===== config.mk =====
export PLATFORM = sky130hd
export DESIGN_NAME = pla_sqrt
export DESIGN_NICKNAME = d
export VERILOG_FILES = /design/src/rtl/core/pla_pkg.sv /design/src/rtl/core/pla_sqrt.sv
export SDC_FILE = /design/constraint.sdc
export NUM_CORES = 2
export LEC_CHECK = 0
export BUFFER_PORTS_ARGS = -buffer_cell sky130_fd_sc_hd__buf_2
export CORE_ASPECT_RATIO = 0.8
export CORE_MARGIN = 10
export CORE_UTILIZATION = 50
export CTS_CLUSTER_DIAMETER = 50
export CTS_CLUSTER_SIZE = 12
export DETAILED_ROUTE_END_ITERATION = 16
export PLACE_DENSITY_LB_ADDON = 0.3
export SKIP_LAST_GASP = 1
export SYNTH_ARGS = -nofsm -noshare
export SYNTH_HDL_FRONTEND = slang
export SYNTH_MEMORY_MAX_BITS = 65536
export SYNTH_SLANG_ARGS = --single-unit

===== constraint.sdc =====
create_clock -name clk -period 4.9 [get_ports clk]
set_input_delay 0.98 -clock clk [delete_from_list [all_inputs] [get_ports clk]]
set_output_delay 0.98 -clock clk [all_outputs]
set_load 0.02 [all_outputs]

===== src/rtl/core/pla_pkg.sv =====
// Shared constants, register codes and the result record of the point light block.
package pla_pkg;

  localparam int COORD_WIDTH_DEF = 32;
  localparam int COLOR_W         = 8;
  localparam int POWER_W         = 32;
  localparam int DIR_W           = 32;
  localparam int DIST_W          = 33;

  // unit vector divider: one integer step plus 17 fraction steps, then round
  localparam int UNIT_STEPS = 18;
  localparam int UNIT_W     = 17;

  // attenuation divider: nine quotient bits, three set-up stages ahead of it
  localparam int ATT_STEPS = 9;
  localparam int ATT_PRE   = 3;
  localparam int ATT_W     = 106;

  localparam logic [31:0]               FOUR_PI_Q28    = 32'd3373259426;
  localparam logic signed [POWER_W-1:0] POWER_SENTINEL = -32'sd65536;
  localparam logic [DIST_W-1:0]         DIST_MAX       = 33'h1_FFFF_FFFF;
  localparam logic [COLOR_W-1:0]        COLOR_RESET    = 8'hFF;

  typedef enum logic [2:0] {
    REG_KIND,
    REG_VEC_X,
    REG_VEC_Y,
    REG_VEC_Z,
    REG_RED,
    REG_GREEN,
    REG_BLUE,
    REG_POWER
  } cfg_reg_t;

  typedef struct packed {
    logic signed [DIR_W-1:0] dir_x;
    logic signed [DIR_W-1:0] dir_y;
    logic signed [DIR_W-1:0] dir_z;
    logic [DIST_W-1:0]       distance;
    logic                    distance_infinite;
    logic [COLOR_W-1:0]      light_r;
    logic [COLOR_W-1:0]      light_g;
    logic [COLOR_W-1:0]      light_b;
    logic                    degenerate;
  } result_t;

endpackage


===== src/rtl/core/pla_sqrt.sv =====
// Pipelined integer square root, one root bit per stage.
module pla_sqrt #(
  parameter int RW = pla_pkg::COORD_WIDTH_DEF + 2,
  parameter int PW = 8
) (
  input  logic              clk,
  input  logic              rst_n,
  input  logic              adv,
  input  logic              in_valid,
  input  logic [2*RW-1:0]   radicand,
  input  logic [PW-1:0]     pass_in,
  output logic              out_valid,
  output logic [RW-1:0]     root,
  output logic [2*RW-1:0]   radicand_out,
  output logic [PW-1:0]     pass_out
);

  localparam int RMW = RW + 3;

  logic [RW-1:0]   v_r;
  logic [RW-1:0]   root_r [RW];
  logic [RMW-1:0]  rem_r  [RW];
  logic [2*RW-1:0] rad_r  [RW];
  logic [PW-1:0]   pass_r [RW];

  always_ff @(posedge clk) begin
    if (!rst_n) begin
      v_r <= '0;
    end else if (adv) begin
      v_r <= {v_r[RW-2:0], in_valid};
    end
  end

  for (genvar j = 0; j < RW; j++) begin : g_stage
    localparam int B = 2 * (RW - 1 - j);
    logic [RW-1:0]   root_in;
    logic [RMW-1:0]  rem_in;
    logic [2*RW-1:0] rad_in;
    logic [PW-1:0]   pass_j;
    logic [RMW-1:0]  rem_sh;
    logic [RMW-1:0]  trial;
    logic            take;

    if (j == 0) begin : g_first
      assign root_in = '0;
      assign rem_in  = '0;
      assign rad_in  = radicand;
      assign pass_j  = pass_in;
    end else begin : g_next
      assign root_in = root_r[j-1];
      assign rem_in  = rem_r[j-1];
      assign rad_in  = rad_r[j-1];
      assign pass_j  = pass_r[j-1];
    end

    assign rem_sh = {rem_in[RMW-3:0], rad_in[B+1:B]};
    assign trial  = RMW'({root_in, 2'b01});
    assign take   = rem_sh >= trial;

    always_ff @(posedge clk) begin
      if (adv) begin
        root_r[j] <= {root_in[RW-2:0], take};
        rem_r[j]  <= take ? (rem_sh - trial) : rem_sh;
        rad_r[j]  <= rad_in;
        pass_r[j] <= pass_j;
      end
    end
  end

  assign out_valid    = v_r[RW-1];
  assign root         = root_r[RW-1];
  assign radicand_out = rad_r[RW-1];
  assign pass_out     = pass_r[RW-1];

endmodule


# Word level (Yosys, flattened, before mapping)
# Memory sizes are Yosys's and may differ from the RTL's.
# Index checks and enable logic that the tools add are counted.
[totals]
input_bits = 80
n_memories = 4
register_bits = 34
ramBits = 4998
output_inout_bits = 111
elab_cells = 109
[mem_list]
columns = ["name", "depth", "word_bits", "read_ports", "rd_clocked_by_memory_dff", "wr", "line", "rtl"]
rows = [
  ["rad_r", 34, 68, 34, 0, 34, "pla_sqrt.sv:23", "logic [2*RW-1:0] rad_r [RW];"],
  ["rem_r", 34, 37, 33, 0, 34, "pla_sqrt.sv:22", "logic [RMW-1:0] rem_r [RW];"],
  ["root_r", 34, 34, 34, 0, 34, "pla_sqrt.sv:21", "logic [RW-1:0] root_r [RW];"],
  ["pass_r", 34, 8, 34, 0, 34, "pla_sqrt.sv:24", "logic [PW-1:0] pass_r [RW];"],
]
[op_classes]
n_lt_le_gt_ge = 34
n_addsub = 34
muxes = 36
[op_table]
columns = ["cell", "n"]
rows = [
  ["37-bit 2-to-1 mux", 34],
  ["37-bit by 36-bit >= comparator with 1-bit output", 33],
  ["37-bit by 36-bit subtractor with 37-bit output", 33],
  ["2-bit by 1-bit subtractor with 3-bit output (second input constant)", 1],
  ["2-bit by 1-bit >= comparator with 1-bit output (second input constant)", 1],
  ["1-bit 2-to-1 mux", 2],
]

# Logic depth before layout (Yosys ltp)
# An unclocked memory read counts as a cell.
[depth]
word_depth = 3
depth_mapped = 15
mapped_depth_nobuf = 13

# Least setup slack after synthesis
# Ideal clock, no wire load.
[synth_timing]
path_kind = "register to register"
startpoint = "memory rem_r[11][22] (netlist name)"
endpoint = "memory rem_r[12][26] (netlist name) (data pin)"
setup_time_ns = 0.271
path_stages_with_launch = 12
synth_period_minus_slack_ns = 3.650
t_required_ns = 4.629
n_path_buf = 1
arrival_time_ns = 3.378
setup_slack_ns = 1.250
cell_sequence = "edfxtp_1 or4_1 or3_1 or4_1 or3_1 or3_1 nor4_2 a21boi_2 or4_1 buf_4 nor4_1 xor2_1"
[synth_lines]
columns = ["item", "line"]
rows = [
  ["start: declaration", "pla_sqrt.sv:22"],
]

==> impl_results.md <==
- Slowest CP cell: a2111oi_0
- Top FF cell, synth: edfxtp_1
- CP peak stage delay: 0.81 ns
- Worst Max-Slew Pin Slew: 1.189 ns
- Worst EP required: 5.56 ns
- First-pass detailed-route iteration total: 6
- Post-route ant nets: 0
- Largest area contributor in the netlist: edfxtp_1
- CTS resizes: 0
- First-pass GRT wire length: 539,600 um
- Die W: 683.6 um
- Fin. Hold Viols: 0
- # Max-Cap Violations: 0
- CTS root buf: clkbuf_16
- Syn Area/Cell: 15.01 sq um
- Cell Pwr Density: 478.5 nW/um^2
- Unrepaired setup endpoints after global routing: no
- Most common cell in the netlist: edfxtp_1
- Initial antenna violation count: 14
- Worst hold path class: input pin to flip-flop
- Fraction of registers with async set/reset: 0
- Ys Warns: 0
- Critical path capture point type: flip-flop
- CTS tree: yes
- Status: completed
- Largest net degree at the start of global routing: 183
- GRT Total Usage: 0.1800
- Seq cells post-synth: 4,315
- DR vias/cell: 5.493
- Grt total ovfl: 0
- I/O pins: 191
- Htree depth: 5
- Register share of total power: 0.511
- Num CTS Buffers: 445
- Via count: 94,260
- FF+latch area: 129,200 sq um
- Metal3 WL: 19,470 um
- Area of the multi-input gates: 43,190 sq um
- Filler Cells Inserted: 27,440
- Std cell rows: 194
- Ratio of cells with drive above 1 in the final layout: 0.08256
- Synth area leaders: edfxtp_1 (73%), ha_1 (4.5%), xnor2_1 (2.3%)
- Most used cell, CP: a2111oi_0
- Met1 WL: 166,600 um
- Combinational group share of total power: 0.161
- Cells after Synth: 11,740
- CP Class: flip-flop to flip-flop
- Setup TNS: 0 ns
- CTS clk-pin slew, worst paths: 0.06 ns
- Initial Util: 0.5033
- Largest fanout on the critical path: 4
- CTS sink cnt: 4,315
- Top sig layer: met5
- Post-layout util: 0.5619
- Final WL: 348,600 um
- Min cycle time layout: 4.364 ns
- Mapped Area: 176,200 sq um
- Synth-to-layout area growth: 11.64%
- Peak supply drop: 0.0003993 V
- Internal: 0.06893 W
- Vias in the first global route: 92,170
- Hpwl dp: 242,100 um
- Sequential-to-total area share from yosys stat: 0.7336
- Core area: 350,000 sq um
- Die ar.: 376,600 sq um
- CP startpoint kind: flip-flop
- Clk pwr share: 0.328
- Fin. max-slew vios: 0
- Net Sw Power: 0.02516 W
- Final net count: 12,980
- Syn nets: 12,450
- R2R setup slack: 0.54 ns
- CP arrival: 5.03 ns
- Share of the synthesized area in the top cell type: 0.7297
- Die Height: 550.9 um
- CP cell instances: inv_1 > ha_1 > nor2b_1 > o31a_1 > o211ai_1 > a21oi_1 > a221oi_1 > nor3b_1 > a2111oi_0 > nor2_1 > a2111oi_0 > o41ai_1
- Max Freq: 0.2291 GHz
- Port buffer count: 190
- Final count of negative-setup-slack endpoints: 0
- Detailed Route Iter0 Violations: 8,745
- Setup Skew: 0.06574 ns
- Fin crit share: 0.8907
- Yosys cell types: 89
- Post-synth top cells: edfxtp_1 (4,281), inv_1 (792), nand2_1 (764), o21ai_0 (636), ha_1 (631)
- Post CTS Setup Buffer Count: 0
- Leakage power: 72.13 nW
- CTS Buffer Depth: 4
- Switching Share: 0.2674
- Rel. slew slack: 0.2075
- EDFF count, synth: 4,281
- Total power: 0.09410 W
- DR WL met2: 153,100 um
- Post-route DRC violation count: 0
- Hold Buf Count CTS: 0
- Final RePlAce weighted congestion: 0.9261
- Clk Latency, worst-skew pair: 0.97 ns
- Post-DR wirelength/cell: 20.31 um
==> final timing paths <==
check                                from                 endpoint  depth (start not counted)
hold reg to reg    pass_r[5][0]$_DFFE_PP_   pass_r[6][0]$_DFFE_PP_                          0
setup / recovery  root_r[26][0]$_DFFE_PP_  rem_r[27][28]$_DFFE_PP_                         12
setup reg to reg  root_r[26][0]$_DFFE_PP_  rem_r[27][28]$_DFFE_PP_                         12
hold / removal               radicand[41]   rad_r[0][41]$_DFFE_PP_                          1
==> flip-flops by register name (all words and copies together) (netlist names) <==
register / cells
rad_r: 2312
rem_r: 1102
root_r: 595
pass_r: 272
v_r: 34
==> kinds of logic after synthesis <==
kind of cell / count (synthesis) / synth area share
other cells: 1 / 0.00002129
simple gates: 2664 / 0.07464
fa+ha+maj: 631 / 0.04482
flops: 4315 / 0.7336
xor+xnor: 937 / 0.04658
compound gates: 2062 / 0.07172
buf+inv: 1013 / 0.02178
mux: 112 / 0.006847
==> cells in the final DEF, fill, tap and decap left out, drive strengths merged, types with 59 or more instances in the layout <==
cell type / n
xnor2: 472
nor4: 137
nor3: 246
clkinv: 74
nand2: 764
inv: 820
nor2: 570
xor2: 465
o21a: 112
a211oi: 59
ha: 631
edfxtp: 4281
clkbuf: 487
nor2b: 128
nand3: 163
nand2b: 141
a21o: 256
mux2: 68
a21oi: 593
or3: 115
buf: 311
nand4: 112
or4: 73
o21ai: 639
==> power groups by stage <==
stage | logic [W] | clock network [W] | registers, W
2_1_floorplan | 0.0107 | 0 | 0.0474
3_3_place_gp | 0.0147 | 0 | 0.0488
3_5_place_dp | 0.0149 | 0 | 0.0488
4_1_cts | 0.0151 | 0.0318 | 0.0481
5_1_grt | 0.0169 | 0.0333 | 0.0484
6_report | 0.0152 | 0.0308 | 0.0481
==> layout make-up <==
class,count,area share
Clock inverter,138,0.008163
Antenna cell,4,0.00005090
Inverter,793,0.01514
Sequential cell,4315,0.6571
Timing Repair Buffer,311,0.01182
Clock buffer,487,0.05819
Multi-Input combinational cell,6407,0.2196
Tap cell,4704,0.02993
==> layer usage <==
metal  vias to the layer above  GRT usage
li1                      44870          -
met2                      2675     0.2733
met3                       609    0.02455
met4                         4    0.04988
met5                         -          0
met1                     46090     0.2740
==> per-stage QoR <==
| step | instances | hold slack [ns] | setup slack [ns] | area [sq um] |
|---|---|---|---|---|
| after floorplan | 11740 | 0.4003 | 1.250 | 176200 |
| after global placement | 16530 | 0.4000 | 0.6977 | 183600 |
| after detailed placement | 16530 | 0.4045 | 0.6768 | 183600 |
| after CTS | 17160 | 0.06774 | 0.6809 | 196700 |
| after global routing | 17160 | 0.09285 | 0.2989 | 196700 |
| final | 17160 | 0.1755 | 0.5357 | 196700 |
==> critical path, delay by kind of cell (launching register included) <==
kind / cells / cell delay (ns)
adders and majority gates: 1 / 0.35
DFF: 1 / 0.35
and+or+nand+nor: 3 / 0.50
AOI/OAI and AO/OA: 7 / 2.84
buffers and inverters: 1 / 0.06
Note: power is estimated with default switching activity, not from simulation.
